`config.mk`:
```
export PLATFORM = sky130hd
export DESIGN_NAME = nns_queue
export DESIGN_NICKNAME = d
export VERILOG_FILES = /design/src/rtl/core/nns_pkg.sv /design/src/rtl/core/nns_queue.sv
export SDC_FILE = /design/constraint.sdc
export NUM_CORES = 1
export LEC_CHECK = 0
export BUFFER_PORTS_ARGS = -buffer_cell sky130_fd_sc_hd__buf_4
export CORE_ASPECT_RATIO = 2
export CORE_MARGIN = 10
export CORE_UTILIZATION = 60
export DETAILED_ROUTE_END_ITERATION = 16
export GPL_TIMING_DRIVEN = 0
export PLACE_DENSITY = 0.93
export SKIP_LAST_GASP = 1
export SLEW_MARGIN = 15
export SYNTH_ARGS = -nofsm -noshare
export SYNTH_HDL_FRONTEND = slang
export SYNTH_SLANG_ARGS = --single-unit
```
`constraint.sdc`:
```
create_clock -name clk -period 3.2 [get_ports clk]
set_input_delay 0.32 -clock clk [delete_from_list [all_inputs] [get_ports clk]]
set_output_delay 0.32 -clock clk [all_outputs]
set_load 0.005 [all_outputs]
```
`src/rtl/core/nns_pkg.sv`:
```
`default_nettype none

package nns_pkg;

    // Line store and scale limits.
    localparam int MAX_WIDTH   = 4096;
    localparam int MAX_FACTOR  = 16;
    localparam int COL_W       = $clog2(MAX_WIDTH);
    localparam int WID_W       = 13;
    localparam int FAC_W       = 5;
    localparam int PH_W        = $clog2(MAX_FACTOR);

    // Configuration port.
    localparam int CFG_IDX_W   = 2;
    localparam int CFG_DATA_W  = WID_W;
    localparam logic [CFG_IDX_W-1:0] REG_MODE     = 2'd0;
    localparam logic [CFG_IDX_W-1:0] REG_FACTOR   = 2'd1;
    localparam logic [CFG_IDX_W-1:0] REG_IN_WIDTH = 2'd2;

    // Field codes.
    localparam logic CMD_PIXEL    = 1'b0;
    localparam logic CMD_TICK     = 1'b1;
    localparam logic MODE_ENLARGE = 1'b0;
    localparam logic MODE_SHRINK  = 1'b1;

    // Job queue between front and back.
    localparam int QUEUE_DEPTH = 4;
    localparam int QPTR_W      = $clog2(QUEUE_DEPTH);
    localparam int QCNT_W      = $clog2(QUEUE_DEPTH + 1);

    typedef struct packed {
        logic       cmd;
        logic [7:0] blue;
        logic [7:0] green;
        logic [7:0] red;
    } in_item_t;

    typedef struct packed {
        logic [7:0] out_blue;
        logic [7:0] out_green;
        logic [7:0] out_red;
        logic       end_of_line;
        logic [1:0] pad_bytes;
        logic       last;
    } out_item_t;

    // One run of identical output pixels.
    typedef struct packed {
        logic [7:0]       blue;
        logic [7:0]       green;
        logic [7:0]       red;
        logic [FAC_W-1:0] count;
        logic             eol;
        logic [1:0]       pad;
    } job_t;

    // Effective configuration and the values derived from it.
    typedef struct packed {
        logic             mode;
        logic [FAC_W-1:0] factor;
        logic [WID_W-1:0] width;
        logic [1:0]       pad_up;
        logic [1:0]       pad_down;
        logic [COL_W-1:0] last_kept;
        logic [PH_W-1:0]  col_mod;
        logic [PH_W-1:0]  row_wrap;
        logic             load;
        logic             busy;
    } cfg_t;

    typedef struct packed {
        logic [COL_W-1:0] column;
        logic [PH_W-1:0]  row_phase;
    } fe_status_t;

endpackage

`default_nettype wire

```
`src/rtl/core/nns_queue.sv`:
```
`default_nettype none

module nns_queue (
    input  wire logic                       clk,
    input  wire logic                       rst_n,
    input  wire logic                       push,
    input  wire nns_pkg::job_t              push_job,
    input  wire logic                       pop,
    output logic                            head_valid,
    output nns_pkg::job_t                   head,
    output logic [nns_pkg::QCNT_W-1:0]      count
);
    import nns_pkg::*;

    job_t              entry_reg [QUEUE_DEPTH];
    logic [QPTR_W-1:0] wr_ptr_reg;
    logic [QPTR_W-1:0] rd_ptr_reg;
    logic [QCNT_W-1:0] count_reg;
    logic              do_pop;

    assign do_pop = pop && (count_reg != '0);

    always_ff @(posedge clk)
    begin
        if (push)
            entry_reg[wr_ptr_reg] <= push_job;
    end

    always_ff @(posedge clk or negedge rst_n)
    begin
        if (!rst_n)
        begin
            wr_ptr_reg <= '0;
            rd_ptr_reg <= '0;
            count_reg  <= '0;
        end
        else
        begin
            if (push)
                wr_ptr_reg <= wr_ptr_reg + QPTR_W'(1);
            if (do_pop)
                rd_ptr_reg <= rd_ptr_reg + QPTR_W'(1);
            if (push && !do_pop)
                count_reg <= count_reg + QCNT_W'(1);
            else if (!push && do_pop)
                count_reg <= count_reg - QCNT_W'(1);
        end
    end

    assign head_valid = (count_reg != '0);
    assign head       = entry_reg[rd_ptr_reg];
    assign count      = count_reg;

endmodule

`default_nettype wire

```
-- After elaboration in Yosys (flattened, before gate mapping)
Memories as Yosys holds them, arrays and structs flattened.
Index checks and enable logic that the tools add are counted.
- word-level logic and storage cells: 19
- memories: 1
- output and inout bits: 36
- latch bits: 0
- RAM bits: 128
- input bits: 36
- bits in registers: 7
- ROM bits: 0
- memory list (name ; words ; width ; read ports ; clocked after Yosys merged registers in ; wr ports ; RTL line ; RTL):
    entry_reg ; 4 ; 32 ; 1 ; 0 ; 1 ; nns_queue.sv:15 ; job_t entry_reg [QUEUE_DEPTH];
- $mul: 0
- shift-type cells: 0
- muxes and demuxes: 4
- bitwise operators: 0
- divide/modulo/power cells: 0
- magnitude comparators: 0
- $add $sub $neg: 4
- reduce and logical (&&, ||, !) cells: 7
- equal/unequal tests: 0
- operators by type and width (cell ; count):
    2-to-1 mux 3 bit ; 2
    adder 2 x 1 -> 2 bit, second input constant ; 2
    adder 3 x 1 -> 3 bit, second input constant ; 1
    logical AND 1 bit ; 3
    nonzero test 3 bit ; 1
    subtractor 3 x 1 -> 3 bit, second input constant ; 1
    zero test 1 bit ; 2
    2-to-1 mux 1 bit ; 2
    nonzero test 2 bit ; 1

-- Logic depth before layout (Yosys ltp)
- depth in word-level cells: 5
- gate-level depth with buffers: 8
- depth with buffers taken out: 8

-- Worst setup path after synthesis
No wires, ideal clock.
- kind: register -> register
- from: register count_reg[0], in the netlist count[0]
- to: register count_reg[2], in the netlist count[2]
- buffers on the path: 0
- arrival time: 1.949 ns
- slack: 1.171 ns
- setup time: 0.079 ns
- cell stages (with the launch flop): 9
- cell sequence: dfrtp_1 or3_1 nand2_1 ha_1 inv_1 fa_1 xor2_1 nor2_1 xor2_1
- word-level cells in the longest chain between the ends: 5
- elaborated cells on any way between the ends: 10
- classes of those cells: 2 x add/sub; 2 x mux; 6 x reduce/logical
- ends and longest elaborated chain (item ; RTL line ; RTL):
    start, declared ; nns_queue.sv:18 ; logic [QCNT_W-1:0] count_reg;
    start signal, assigned ; nns_queue.sv:44 ; count_reg <= count_reg + QCNT_W'(1);
    start signal, assigned ; nns_queue.sv:46 ; count_reg <= count_reg - QCNT_W'(1);
    nonzero test 3 bit * ; - ;
    via head_valid ; nns_queue.sv:9 ; output logic head_valid,
    logical AND 1 bit * ; nns_queue.sv:21 ; assign do_pop = pop && (count_reg != '0);
    zero test 1 bit ; nns_queue.sv:43 ; if (push && !do_pop)
    logical AND 1 bit ; nns_queue.sv:43 ;
    2-to-1 mux 3 bit or nonzero test 2 bit (tied branches) ; - ;
The timed path passes the listed nets; every way through them passes the cells marked *. The select of a mux whose other input is x is not followed.
A chain may end at the register's enable or synchronous reset.

==> impl_metrics.csv <==
group,metric,value,unit
status,status,"finished clean",
synth,synthCells,201,
worst_setup_path,worstPathMaxFanout,10,
cells_and_area,final_core_util,0.7736,
detailed_routing,wl_per_cell,22.78,um
synth,ys_seq_area_frac,0.7950,
global_routing,grt.total_usage,0.1565,
sta,fmax,454.5,MHz
sta,hold_viol_final,0,
min_path,hp-class,"in -> reg",
global_routing,antenna_found_initial,0,
cells_and_area,largest_reg_flops,128,
clocking,htreeDepth,4,
sta,setup-violations-final,0,
die,die_x,84.90,um
die,start_util,0.6140,
placement,placed_cell_area,5796,sq um
clocking,ctsResizeCount,0,
worst_setup_path,crit_type,"reg -> out",
die,std_cell_rows,47,
worst_setup_path,cp_num_buf_inv,3,
cells_and_area,final_common_cell,"edfxtp_1",
worst_setup_path,cp-start-kind,"flop",
detailed_routing,drt.antenna.violating_nets,0,
worst_setup_path,cpMaxStageDelayCell,"mux4_1",
placement,place_congestion,0.7147,
cells_and_area,layout.nets,338,
clocking,clockBufferDepth,2,
cells_and_area,stdcell_count,404,
detailed_routing,wl,9202,um
global_routing,first_global_vias,2699,
global_routing,grt_pass1_wl,14630,um
sta,rsz0062_at_grt,"false",
pwr,fin_total_pwr,6.061,mW
placement,port_buffers,71,
sta,tightest_slew,0.2988,ns
synth,ys_ff_latch,135,
synth,synth_warnings,0,
sta,slew_headroom,0.8008,
cells_and_area,layout_common_cells,"edfxtp_1 (128), buf_4 (71), mux4_2 (28)",
global_routing,grt_remaining_overflow,0,
placement,dp_slack,1.086,ns
worst_setup_path,critPathCaptureType,"output port",
die,dieHeight,149.8,um
worst_setup_path,max_stage_delay,0.39,ns
global_routing,grt_max_degree,30,
sta,fin_skew,0.006628,ns
worst_setup_path,cp_data_required_time,2.88,ns
detailed_routing,viasPerCell,5.733,
die,boundaryPins,72,
synth,synth_cell_type_count,20,
synth,syn-num-nets,243,
sta,final-max-slew-violation-count,0,
sta,holdWs,0.1038,ns
pwr,peakVddDrop,0.7558,mV
cells_and_area,final_area,6369,sq um
worst_setup_path,crit_arrival,1.88,ns
detailed_routing,firstDrtPassIters,4,
sta,post-route-period-util,0.6875,
pwr,p_leak,2.289,nW
detailed_routing,drt_iter0_drc,129,
sta,finalCriticalPeriod,2.200,ns
synth,synth.avg_cell_area,25.15,sq um
clocking,path_clk_slew,0.05,ns
worst_setup_path,crit_chain,"clkbuf_1, buf_2, mux4_1, buf_4",
clocking,cts_sinks,135,
synth,synthesis.area,5055,sq um
die,dieArea,12720,sq um
sta,worst_slack,0.9999,ns
cells_and_area,area_growth,25.99,%
clocking,cts-root-buf,"clkbuf_16",
die,core,8233,sq um
run,cap_violations,0,
sta,fin_setup_tns,0,ns
cells_and_area,diodes,0,
pwr,power_density,951.7,nW/um^2
cells_and_area,nFillCells,440,
clocking,clock_latency,0.41,ns
clocking,cts_tree,"done",
placement,dp_cells,374,
placement,hpwl,6055,um
worst_setup_path,cpLargestDelayFamily,"buffers and inverters",
cells_and_area,layout-drive-gt1-share,0.4608,
clocking,cts_buffers,17,
detailed_routing,drc,0,
detailed_routing,vias,2316,
## cells by family (layout without fill, tap and decap cells)
| family | after synthesis | after routing | share of synthesized area |
|---|---|---|---|
| adder cells (fa/ha/maj) | 6 | 6 | 0.01634 |
| buffers and inverters | 11 | 116 | 0.02005 |
| AND/OR/NAND/NOR | 9 | 9 | 0.009405 |
| AO/OA/AOI/OAI | 1 | 1 | 0.0009891 |
| XOR/XNOR | 6 | 6 | 0.01040 |
| multiplexers | 33 | 33 | 0.1478 |
| flip-flops | 135 | 135 | 0.7951 |
## final timing paths
path / from / cells after the start / slack, ns / endpoint
max in group asynchronous: rst_n / 2 / 2.80 / rd_ptr_reg[0]
worst min register to register: count[2] / 1 / 0.50 / count[2]
worst max register to register: count[0] / 8 / 1.01 / count[2]
worst max-delay path: rd_ptr_reg[1] / 4 / 1.0 / head[31]
min in group asynchronous: rst_n / 2 / 0.28 / wr_ptr_reg[1]
worst min-delay path: push_job[7] / 1 / 0.10 / entry_reg[1][7]
## cells in the mapped netlist (all sizes together)
cell | instances | area share
and2 | 4 | 0.0049
mux2 | 1 | 0.0022
nand3 | 1 | 0.00099
nor2 | 1 | 0.00074
nand2 | 2 | 0.0015
xor2 | 3 | 0.0052
fa | 1 | 0.0040
mux4 | 32 | 0.15
inv | 3 | 0.0022
buf | 7 | 0.017
xnor2 | 3 | 0.0052
or3 | 1 | 0.0012
ha | 5 | 0.012
clkbuf | 1 | 0.00074
edfxtp | 128 | 0.76
o21ai | 1 | 0.00099
dfrtp | 7 | 0.035
## power breakdown
part	total, mW	switching (mW)	leakage [nW]	internal, mW
combinational	1.79	0.782	0.755	1.00
clock	1.84	0.650	0.277	1.19
sequential	2.43	0.108	1.26	2.32
## final cells by class
cell class,instances,area [sq um],share of cell area
sequential,135,4019,0.6310
clock inverter,12,137.6,0.02161
inverter,3,11.26,0.001768
multi-input combinational,55,939.7,0.1475
timing repair buffer,76,623.1,0.09784
tap,98,122.6,0.01925
buffer,8,90.09,0.01415
clock buffer,17,425.4,0.06680
## routing by layer
| metal | vias up | wire length, um | global-route usage |
|---|---|---|---|
| li1 | 1037 | - | - |
| met4 | 0 | 202 | 0.08113 |
| met3 | 16 | 463 | 0.05661 |
| met5 | - | 0 | 0 |
| met1 | 1201 | 3210 | 0.1547 |
| met2 | 62 | 5325 | 0.2769 |
## repair_timing
action                                  in CTS  in global routing
buffers inserted                             0                  0
endpoints found under the setup margin       0                  0
hold buffers                                 1                  0
endpoints found under the hold margin        7                  0
## worst reg2reg max path, cell delays in order, from the launching register on
cell and delay, ns:
dfrtp_1 0.44, or3_1 0.43, nand2_1 0.14, ha_1 0.21, inv_1 0.07, fa_1 0.38, xor2_1 0.18, nor2_1 0.11
xor2_1 0.15
Note: power is estimated with default switching activity, not from simulation.
