`src/rtl/core/nns_pkg.sv`:
```
`default_nettype none

package nns_pkg;

    // Line store and scale limits.
    localparam int MAX_WIDTH   = 4096;
    localparam int MAX_FACTOR  = 16;
    localparam int COL_W       = $clog2(MAX_WIDTH);
    localparam int WID_W       = 13;
    localparam int FAC_W       = 5;
    localparam int PH_W        = $clog2(MAX_FACTOR);

    // Configuration port.
    localparam int CFG_IDX_W   = 2;
    localparam int CFG_DATA_W  = WID_W;
    localparam logic [CFG_IDX_W-1:0] REG_MODE     = 2'd0;
    localparam logic [CFG_IDX_W-1:0] REG_FACTOR   = 2'd1;
    localparam logic [CFG_IDX_W-1:0] REG_IN_WIDTH = 2'd2;

    // Field codes.
    localparam logic CMD_PIXEL    = 1'b0;
    localparam logic CMD_TICK     = 1'b1;
    localparam logic MODE_ENLARGE = 1'b0;
    localparam logic MODE_SHRINK  = 1'b1;

    // Job queue between front and back.
    localparam int QUEUE_DEPTH = 4;
    localparam int QPTR_W      = $clog2(QUEUE_DEPTH);
    localparam int QCNT_W      = $clog2(QUEUE_DEPTH + 1);

    typedef struct packed {
        logic       cmd;
        logic [7:0] blue;
        logic [7:0] green;
        logic [7:0] red;
    } in_item_t;

    typedef struct packed {
        logic [7:0] out_blue;
        logic [7:0] out_green;
        logic [7:0] out_red;
        logic       end_of_line;
        logic [1:0] pad_bytes;
        logic       last;
    } out_item_t;

    // One run of identical output pixels.
    typedef struct packed {
        logic [7:0]       blue;
        logic [7:0]       green;
        logic [7:0]       red;
        logic [FAC_W-1:0] count;
        logic             eol;
        logic [1:0]       pad;
    } job_t;

    // Effective configuration and the values derived from it.
    typedef struct packed {
        logic             mode;
        logic [FAC_W-1:0] factor;
        logic [WID_W-1:0] width;
        logic [1:0]       pad_up;
        logic [1:0]       pad_down;
        logic [COL_W-1:0] last_kept;
        logic [PH_W-1:0]  col_mod;
        logic [PH_W-1:0]  row_wrap;
        logic             load;
        logic             busy;
    } cfg_t;

    typedef struct packed {
        logic [COL_W-1:0] column;
        logic [PH_W-1:0]  row_phase;
    } fe_status_t;

endpackage

`default_nettype wire

```
`src/rtl/core/nns_back.sv`:
```
`default_nettype none

module nns_back (
    input  wire logic           clk,
    input  wire logic           rst_n,
    input  wire logic           head_valid,
    input  wire nns_pkg::job_t  head,
    output logic                pop,
    output logic                result_valid,
    input  wire logic           result_stall,
    output nns_pkg::out_item_t  result
);
    import nns_pkg::*;

    logic             cur_valid_reg;
    job_t             cur_job_reg;
    logic [FAC_W-1:0] left_reg;
    logic             last_beat;
    logic             take;
    logic             free;

    assign last_beat = (left_reg == FAC_W'(1));
    assign take      = cur_valid_reg && !result_stall;
    assign free      = !cur_valid_reg || (take && last_beat);
    assign pop       = free && head_valid;

    always_ff @(posedge clk or negedge rst_n)
    begin
        if (!rst_n)
        begin
            cur_valid_reg <= 1'b0;
            left_reg      <= '0;
        end
        else if (free)
        begin
            cur_valid_reg <= head_valid;
            if (head_valid)
                left_reg <= head.count;
        end
        else if (take)
        begin
            left_reg <= left_reg - FAC_W'(1);
        end
    end

    always_ff @(posedge clk)
    begin
        if (pop)
            cur_job_reg <= head;
    end

    assign result_valid       = cur_valid_reg;
    assign result.out_blue    = cur_job_reg.blue;
    assign result.out_green   = cur_job_reg.green;
    assign result.out_red     = cur_job_reg.red;
    assign result.end_of_line = last_beat && cur_job_reg.eol;
    assign result.pad_bytes   = (last_beat && cur_job_reg.eol) ? cur_job_reg.pad : 2'd0;
    assign result.last        = last_beat;

endmodule

`default_nettype wire

```
`config.mk`:
```
export PLATFORM = sky130hd
export DESIGN_NAME = nns_back
export DESIGN_NICKNAME = d
export VERILOG_FILES = /design/src/rtl/core/nns_pkg.sv /design/src/rtl/core/nns_back.sv
export SDC_FILE = /design/constraint.sdc
export NUM_CORES = 1
export LEC_CHECK = 0
export ABC_AREA = 1
export BUFFER_PORTS_ARGS = -buffer_cell sky130_fd_sc_hd__buf_2
export CAP_MARGIN = 15
export CORE_MARGIN = 4
export CORE_UTILIZATION = 50
export DETAILED_ROUTE_END_ITERATION = 10
export HOLD_SLACK_MARGIN = 0.06
export PLACE_DENSITY = 0.95
export SYNTH_ARGS = -nofsm -noshare
export SYNTH_HDL_FRONTEND = slang
export SYNTH_SLANG_ARGS = --single-unit
```
`constraint.sdc`:
```
create_clock -name clk -period 4 [get_ports clk]
set_input_delay 0.2 -clock clk [delete_from_list [all_inputs] [get_ports clk]]
set_output_delay 0.2 -clock clk [all_outputs]
set_load 0.1 [all_outputs]
```
Yosys cells after proc, flatten, opt, wreduce, memory -nomap -nowiden
Index checks and enable logic that the tools add are counted.
{"block": "word_totals", "register_bits": 33, "inputBits": 36, "out_inout_bits": 30}
{"block": "classes", "addsub": 1, "n_eq_ne": 2, "mux": 4, "n_reduce_logical": 9}
{"op": "$mux W5", "count": 3}
{"op": "$eq A5 B1 Y1 const B", "count": 1}
{"op": "$sub A5 B1 Y5 const B", "count": 1}
{"op": "$logic_and A1 B1 Y1", "count": 4}
{"op": "$logic_not A1 Y1", "count": 2}
{"op": "$mux W2", "count": 1}
{"op": "$ne A2 B2 Y1 const B", "count": 1}
{"op": "$reduce_and A2 Y1", "count": 1}
{"op": "$reduce_bool A2 Y1", "count": 1}
{"op": "$logic_or A1 B1 Y1", "count": 1}

Logic depth before layout (Yosys ltp)
Gate-level depths: netlist (run 1).
{"block": "depth", "word_depth": 6, "mapped_depth": 9}

Worst setup path after synthesis (run 1)
Ideal clock, no wire load.
{"block": "synth_timing", "path_kind": "register to register", "start": "register cur_valid_reg, in the netlist result_valid", "end": "register cur_job_reg[0] (netlist name) (enable)", "setup_time_ns": 0.411, "arrival_time_ns": 2.309, "required_time_ns": 3.589, "setup_slack_ns": 1.281, "stages_incl_launch_ff": 4, "period_less_slack_ns": 2.719, "path_cell_list": "dfrtp_1 > nand2_4 > nand2_4 > inv_1"}
{"block": "synth_between", "elab_chain_len": 4, "elab_cells_between_ends": 5, "cone_classes": "5 x reduce/logical"}
{"item": "start, declared", "line_no": "nns_back.sv:15", "rtl": "logic cur_valid_reg;"}
{"item": "start signal, assigned", "line_no": "nns_back.sv:36", "rtl": "cur_valid_reg <= head_valid;"}
{"item": "$logic_and A1 B1 Y1", "line_no": "nns_back.sv:23", "rtl": "assign take = cur_valid_reg && !result_stall;"}
{"item": "$logic_and A1 B1 Y1", "line_no": "nns_back.sv:24", "rtl": "assign free = !cur_valid_reg || (take && last_beat);"}
{"item": "$logic_or A1 B1 Y1 *", "line_no": "nns_back.sv:24"}
{"item": "$logic_and A1 B1 Y1 *", "line_no": "nns_back.sv:25", "rtl": "assign pop = free && head_valid;"}
{"item": "net pop", "line_no": "nns_back.sv:8", "rtl": "output logic pop,"}
{"item": "end signal, assigned", "line_no": "nns_back.sv:49", "rtl": "cur_job_reg <= head;"}
{"item": "end, declared", "line_no": "nns_back.sv:16", "rtl": "job_t cur_job_reg;"}
Mark *: on every way through the listed nets, which the timed path passes. The rest lies on a longest branch.
A chain may end at the register's enable or synchronous reset.

Final worst setup path (run 1)
{"block": "layout_timing", "start": "register left_reg[1]", "end": "output pop"}
{"block": "layout_between", "elab_chain_len": 4}
{"item": "start, declared", "line_no": "nns_back.sv:17", "rtl": "logic [FAC_W-1:0] left_reg;"}
{"item": "start signal, assigned", "line_no": "nns_back.sv:38", "rtl": "left_reg <= head.count;"}
{"item": "start signal, assigned", "line_no": "nns_back.sv:42", "rtl": "left_reg <= left_reg - FAC_W'(1);"}
{"item": "$eq A5 B1 Y1", "line_no": "nns_back.sv:22", "rtl": "assign last_beat = (left_reg == FAC_W'(1));"}
{"item": "$logic_and A1 B1 Y1", "line_no": "nns_back.sv:24"}
{"item": "$logic_or A1 B1 Y1", "line_no": "nns_back.sv:24"}
{"item": "$logic_and A1 B1 Y1", "line_no": "nns_back.sv:25"}
{"item": "end, declared", "line_no": "nns_back.sv:8"}
Every way passes these cells.

==> run summary, run 1 <==
Status -> completed
RSZ-0062 raised after global routing -> false
Req. time, crit path -> 3.80 ns
CP Class -> reg2out
CORE AREA -> 2780 µm²
R2r setup slk -> 1.95 ns
# clock sinks -> 33
Leak -> 0.971 nW
Initial antenna violation count -> 1
Maxcap violations -> 0
Pins Over Slew Limit -> 0
Layout Nets -> 235
# setup viols final -> 0
Cts repair resizes -> 0
DP Cell Count -> 193
Non-filler cells, final -> 230
Highest-count cells in the layout ignoring fill and taps -> buf_2, nand2_1, dlygate4sd3_1
Layout cells sized above 1 -> 39.4%
Final estimated routing congestion in global placement -> 0.904
Global-route wire length before repair -> 5720 µm
Worst hold path class -> in2reg
CP startpoint kind -> flop
WL/cell -> 14.6 µm
Full die area -> 3900 µm²
Final setup skew -> 0.00457 ns
CP endpoint kind -> primary output
Die Y -> 62.4 µm
Iteration-0 DRC Markers -> 66
Crit path time final -> 2.43 ns
Io pins -> 66
Routed via count -> 1115
Pin count of the biggest net entering global routing -> 20
Peak supply drop -> 0.601 mV
CTS tree -> yes
Grt total ovfl -> 0
Worst slew pin tran -> 0.500 ns
Syn Std Cell Area -> 1480 µm²
DRT Wirelength -> 3370 µm
Post-DP HPWL -> 2060 µm
Vias per cell -> 4.85
CP max FO -> 10
Power per cell area -> 737 nW/µm²
Final hold vios -> 0
Mapped Cells -> 121
Distinct cells, synth -> 14
Die W -> 62.4 µm
WP data arrival -> 2.23 ns
CTS clk-pin slew, worst paths -> 0.09 ns
Worst skew pair latency -> 0.32 ns
Fmax -> 0.411 GHz
Area grow syn2layout -> 36.6%
Vias in the first global route -> 1171
Synth warn -> 0
Max transition margin -> 66.9%
Post-route DRC violation count -> 0
Total CTS buffers -> 5
Sequential fraction of the synthesis area -> 64.9%
Mean post-synth cell area -> 12.2 µm²
Post-DRT Antenna Nets -> 0
Syn_nets -> 159
Part of the cycle the worst path needs -> 60.9%
Clk root buf -> clkbuf_4
Commonest non-fill, non-tap cell in the layout -> buf_2
Initial core utilization -> 53.2%
Row Count -> 19
DRT Pass-1 Iters -> 4
Clock Path Buffers -> 2
CTS H-tree lvls -> 2
# port buffers -> 65
FF+latch count, synth -> 33
Overall global routing resource usage -> 18.7%
Final setup TNS -> 0 ns
Largest register FFs -> 24
## stage by stage
stage | setup WS, ns | hold slack (ns) | power [mW] | utilization, % | instance area (µm²)
final | 1.57 | 0.162 | 1.49 | 72.7 | 2020
after global routing | 1.41 | 0.161 | 1.57 | 72.7 | 2020
after CTS | 1.56 | 0.152 | 1.49 | 72.6 | 2020
after detailed placement | 1.93 | 0.0406 | 1.23 | 59.8 | 1660
after global placement | 1.99 | 0.0347 | 1.23 | 59.8 | 1660
after floorplan | 1.28 | -0.0956 | 1.17 | - | 1480
## cell families (layout without fill, tap and decap cells)
logic type / Yosys count / after routing / share of synthesized area [%]
simple gates: 50 / 50 / 17.6
buf+inv: 35 / 112 / 15.2
flops: 33 / 33 / 64.9
fa+ha+maj: 2 / 2 / 1.69
xor+xnor: 1 / 1 / 0.592
other cells: 0 / 1 / 0
## power breakdown
part	total, mW	switching, mW	internal [mW]
clock network	0.236	0.106	0.130
logic	0.746	0.586	0.159
registers	0.509	0.0481	0.461
total	1.49	0.740	0.750
## final cells by class
cell class,instances,area [µm²]
Sequential cell,33,961
Inverter,10,37.5
Fill cell,176,759
Timing Repair Buffer,94,613
Clock buffer,6,41.3
Tap cell,31,38.8
Clock inverter,2,33.8
Antenna cell,1,2.50
Multi-Input combinational cell,53,294
## repair_timing
item,CTS,global route
setup buffers,0,0
endpoints found under the setup margin,0,0
hold buffers,28,0
hold endpoints to repair,33,0
## per-layer routing
metal  routed length [µm]  track usage (%)
met1                 1270             21.6
met2                 1700             31.1
met3                  322             6.47
met4                   80             8.22
met5                    0                0
## worst paths after layout
kind | from | end | depth (start not counted)
min in group asynchronous | rst_n | result_valid | 2
max in group asynchronous | rst_n | left_reg[0] | 2
hold / removal | head[7] | left_reg[4] | 5
hold reg to reg | left_reg[4] | left_reg[4] | 2
setup / recovery | left_reg[1] | pop | 7
setup reg to reg | left_reg[1] | result[23] | 7
## worst max-delay path: stages, from the launching register on
cell and delay, ns:
dfrtp_1 0.41, inv_1 0.09, ha_1 0.22, nand4_4 0.16, nand2_4 0.14, nand2_4 0.10, inv_1 0.29, buf_2 0.50
## cells in the mapped netlist
cell | n | share of area, %
nand3_1 | 12 | 4.1
nand4_4 | 1 | 1.4
nand2_1 | 28 | 7.1
nand3b_1 | 1 | 0.51
xor2_1 | 1 | 0.59
ha_1 | 2 | 1.7
nor2_4 | 1 | 0.76
nand2_4 | 3 | 2.3
nor2_1 | 3 | 0.76
nand3_2 | 1 | 0.68
inv_1 | 10 | 2.5
edfxtp_1 | 27 | 55
dfrtp_1 | 6 | 10
buf_4 | 25 | 13
Note: power is estimated with default switching activity, not from simulation.
==> inputs of run 2 (changes only) <==
- ABC_AREA: 1 -> 0
- CORE_UTILIZATION: 50 -> 46
- PLACE_DENSITY: 0.95 -> 0.89
- clock period: 4 -> 2.45 ns (I/O delays scaled with it)
==> run 2 against run 1 <==
Via count is 2.7% lower. Clock skew is 0.0042 ns higher. Combinational power is 34% lower. First-iteration DRC count is 9.1% lower. Cell count is 1.3% lower. Global-route usage is 0.93 points lower. Clock-buffer cell count is 1 lower. Power is 17% higher. Worst setup slack worse by 1.4 ns. Utilization is 5.1 points lower. Critical path type unchanged. Largest cell class unchanged. Highest routed layer unchanged.
==> run summary, run 2 <==
Status -> completed
Pins Over Slew Limit -> 0 (unchanged)
Distinct cells, synth -> 31 (+17)
CP Class -> reg2out
# setup viols final -> 0 (unchanged)
Clock group share of total power -> 28.8% (+13 points)
CTS H-tree lvls -> 2 (unchanged)
Full die area -> 4260 µm² (+9.5%)
M1 WL -> 1250 µm (-1.7%)
Most common cell in the synthesized netlist -> edfxtp_1
WP data arrival -> 2.13 ns (-0.10 ns)
Global-route wire length before repair -> 5530 µm (-3.3%)
P_int -> 1.17 mW (+57%)
R2r setup slk -> 0.54 ns (-1.41 ns)
DRT Wirelength -> 3590 µm (+6.7%)
CORE AREA -> 3100 µm² (+12%)
Clock Path Buffers -> 2 (unchanged)
Top_reg_cell synth -> edfxtp_1
Initial antenna violation count -> 1 (unchanged)
Die Y -> 65.3 µm (+4.6%)
Final estimated routing congestion in global placement -> 0.826 (-8.7%)
Synth top area share -> 53.7% (-1.1 points)
Max transition margin -> 66.3% (-0.64 points)
Peak supply drop -> 0.425 mV (-29%)
Setup Buffers After CTS -> 0 (unchanged)
Part of the cycle the worst path needs -> 92.1%
Cell taking the most area after synthesis -> edfxtp_1
Post-DP HPWL -> 2330 µm (+13%)
Critical Path Max Stage Delay -> 0.42 ns (-0.08 ns)
Largest register FFs -> 24 (unchanged)
DRT Pass-1 Iters -> 4 (unchanged)
Power per cell area -> 831 nW/µm² (+13%)
Iteration-0 DRC Markers -> 60 (-9.1%)
Flop pwr share -> 43.0% (+8.9 points)
Met2 WL post-DR -> 2080 µm (+22%)
Slowest CP cell -> dfrtp_1
Fmax -> 0.443 GHz
Crit-path cells -> inv_1 -> ha_1 -> nor4b_4 -> a21o_1 -> and2_2 -> buf_4 -> buf_12
Io pins -> 66 (unchanged)
Critical R2R Launch -> left_reg[1]
RSZ-0062 raised after global routing -> false
# port buffers -> 65 (unchanged)
Max layer used -> met4
Crit path time final -> 2.26 ns
Comb pwr share -> 28.2% (-22 points)
Final setup TNS -> 0 ns (unchanged)
Syn_nets -> 145 (-8.8%)
Highest-count cells in the layout ignoring fill and taps -> buf_2, dlygate4sd3_1, edfxtp_1
Commonest non-fill, non-tap cell in the layout -> buf_2
Syn Std Cell Area -> 1510 µm² (+2.0%)
Sw power -> 0.569 mW (-23%)
Worst skew pair latency -> 0.33 ns (about the same)
CP startpoint kind -> flop
Fin util -> 67.6% (-5.1 points)
Leak -> 0.917 nW (-5.7%)
End of the worst register-to-register path -> cur_job_reg[1]
Top delay family on crit path -> buffers and inverters
Req. time, crit path -> 2.33 ns (-1.47 ns)
Die W -> 65.3 µm (+4.6%)
Clk root buf -> clkbuf_4
Cts repair resizes -> 0 (unchanged)
Dominant cells by area after synthesis -> edfxtp_1, buf_4, dfrtp_1
Sw Ratio -> 32.6% (-17 points)
Grt total ovfl -> 0 (unchanged)
Critical Path Source -> left_reg[1]
Vias in the first global route -> 1165 (-0.51%)
CP Buf/Inv Count -> 3 (unchanged)
CP endpoint kind -> primary output
Post-DRT Antenna Nets -> 0 (unchanged)
CTS clk-pin slew, worst paths -> 0.10 ns (about the same)
Worst R2R Path Depth -> 6 (-1)
CTS tree -> yes
Initial core utilization -> 48.7% (-4.5 points)
Layout cells sized above 1 -> 42.3% (+2.9 points)
CP Capture Point -> pop
Sequential fraction of the synthesis area -> 63.6% (-1.3 points)
Mapped Cells -> 107 (-12%)
Worst slew pin tran -> 0.509 ns (+0.00973 ns)
Final hold vios -> 0 (unchanged)
CTS Hold Bufs -> 28 (unchanged)
CP max FO -> 28 (+18)
Synth warn -> 0 (unchanged)
# clock sinks -> 33 (unchanged)
Vias per cell -> 4.78 (-1.4%)
Worst path depth -> 7 (unchanged)
Worst hold path class -> in2reg
Post-synth top cells -> edfxtp_1, buf_4, dfrtp_1
Routed via count -> 1085 (-2.7%)
WL/cell -> 15.8 µm (+8.1%)
Area grow syn2layout -> 38.9%
Row Count -> 20 (+1)
Synth async-reset ratio -> 18.2% (unchanged)
Met3 wire len -> 165 µm (-49%)
Maxcap violations -> 0 (unchanged)
Mean post-synth cell area -> 14.1 µm² (+15%)
Post-route DRC violation count -> 0 (unchanged)
Final setup skew -> 0.00878 ns (+0.00421 ns)
Total CTS buffers -> 5 (unchanged)
Pin count of the biggest net entering global routing -> 29 (+45%)
Overall global routing resource usage -> 17.8% (-0.93 points)
EDFF count, synth -> 27 (unchanged)
Layout Nets -> 219 (-6.8%)
Total Power -> 1.74 mW (+17%)
FF+latch count, synth -> 33 (unchanged)
[run 2: cell count changes in the layout (fill, tap and decap cells not counted), sizes merged, moves of 3 or more]
cell and delta:
nand3 -12, nand2 -29, nor2 -4, and2 +3, mux2i +5, a21oi +3
inv -6, nand2b +5
[run 2: area by class of cell]
type,instances,area [µm²]
Multi-Input combinational cell,42,327
Clock inverter,3,65.1
Timing Repair Buffer,95,636
Antenna cell,1,2.50
Tap cell,44,55.1
Inverter,4,15.0
Fill cell,232,1000
Clock buffer,5,37.5
Sequential cell,33,961
[run 2: stage by stage]
stage	hold WS [ns]	std cells	area, µm²	worst slack, ns
final	0.104	227	2100	0.194
after floorplan	-0.173	107	1510	0.109
after global placement	-0.0445	190	1710	0.682
after global routing	0.143	227	2100	0.0791
after detailed placement	-0.0437	190	1710	0.584
after CTS	0.104	226	2100	0.204
[run 2: worst min-delay path by stage]
stage / startpoint / end / slack (ns) / depth (start not counted)
2_1_floorplan: rst_n / left_reg[0] / -0.17 / 0
3_3_place_gp: rst_n / left_reg[4] / -0.04 / 1
3_5_place_dp: rst_n / left_reg[4] / -0.04 / 1
4_1_cts: head[7] / left_reg[4] / 0.10 / 3
5_1_grt: rst_n / left_reg[4] / 0.14 / 2
6_report: head[7] / left_reg[4] / 0.10 / 3
[run 2: cell families after synthesis]
family | synth area share [%]
compound gates | 6.46
xor+xnor | 0.580
fa+ha+maj | 1.66
buf+inv | 14.8
flops | 63.6
mux | 3.31
simple gates | 9.53
[run 2: tightest hold or removal path, stage by stage]
cell	delay, ns
buf_2	0.08
mux2i_1	0.05
mux2i_1	0.13
[run 2: power groups by stage]
stage | sequential [mW] | combinational, mW | clock [mW]
finish | 0.751 | 0.491 | 0.502
global route | 0.759 | 0.528 | 0.530
CTS | 0.748 | 0.489 | 0.504
detailed placement | 0.762 | 0.449 | 0
global placement | 0.753 | 0.433 | 0
floorplan | 0.752 | 0.374 | 0
[run 2: layer usage]
layer | track usage [%] | up-vias
met5 | 0 | -
li1 | - | 511
met1 | 18.6 | 523
met2 | 32.9 | 43
met4 | 10.1 | 0
met3 | 3.25 | 8
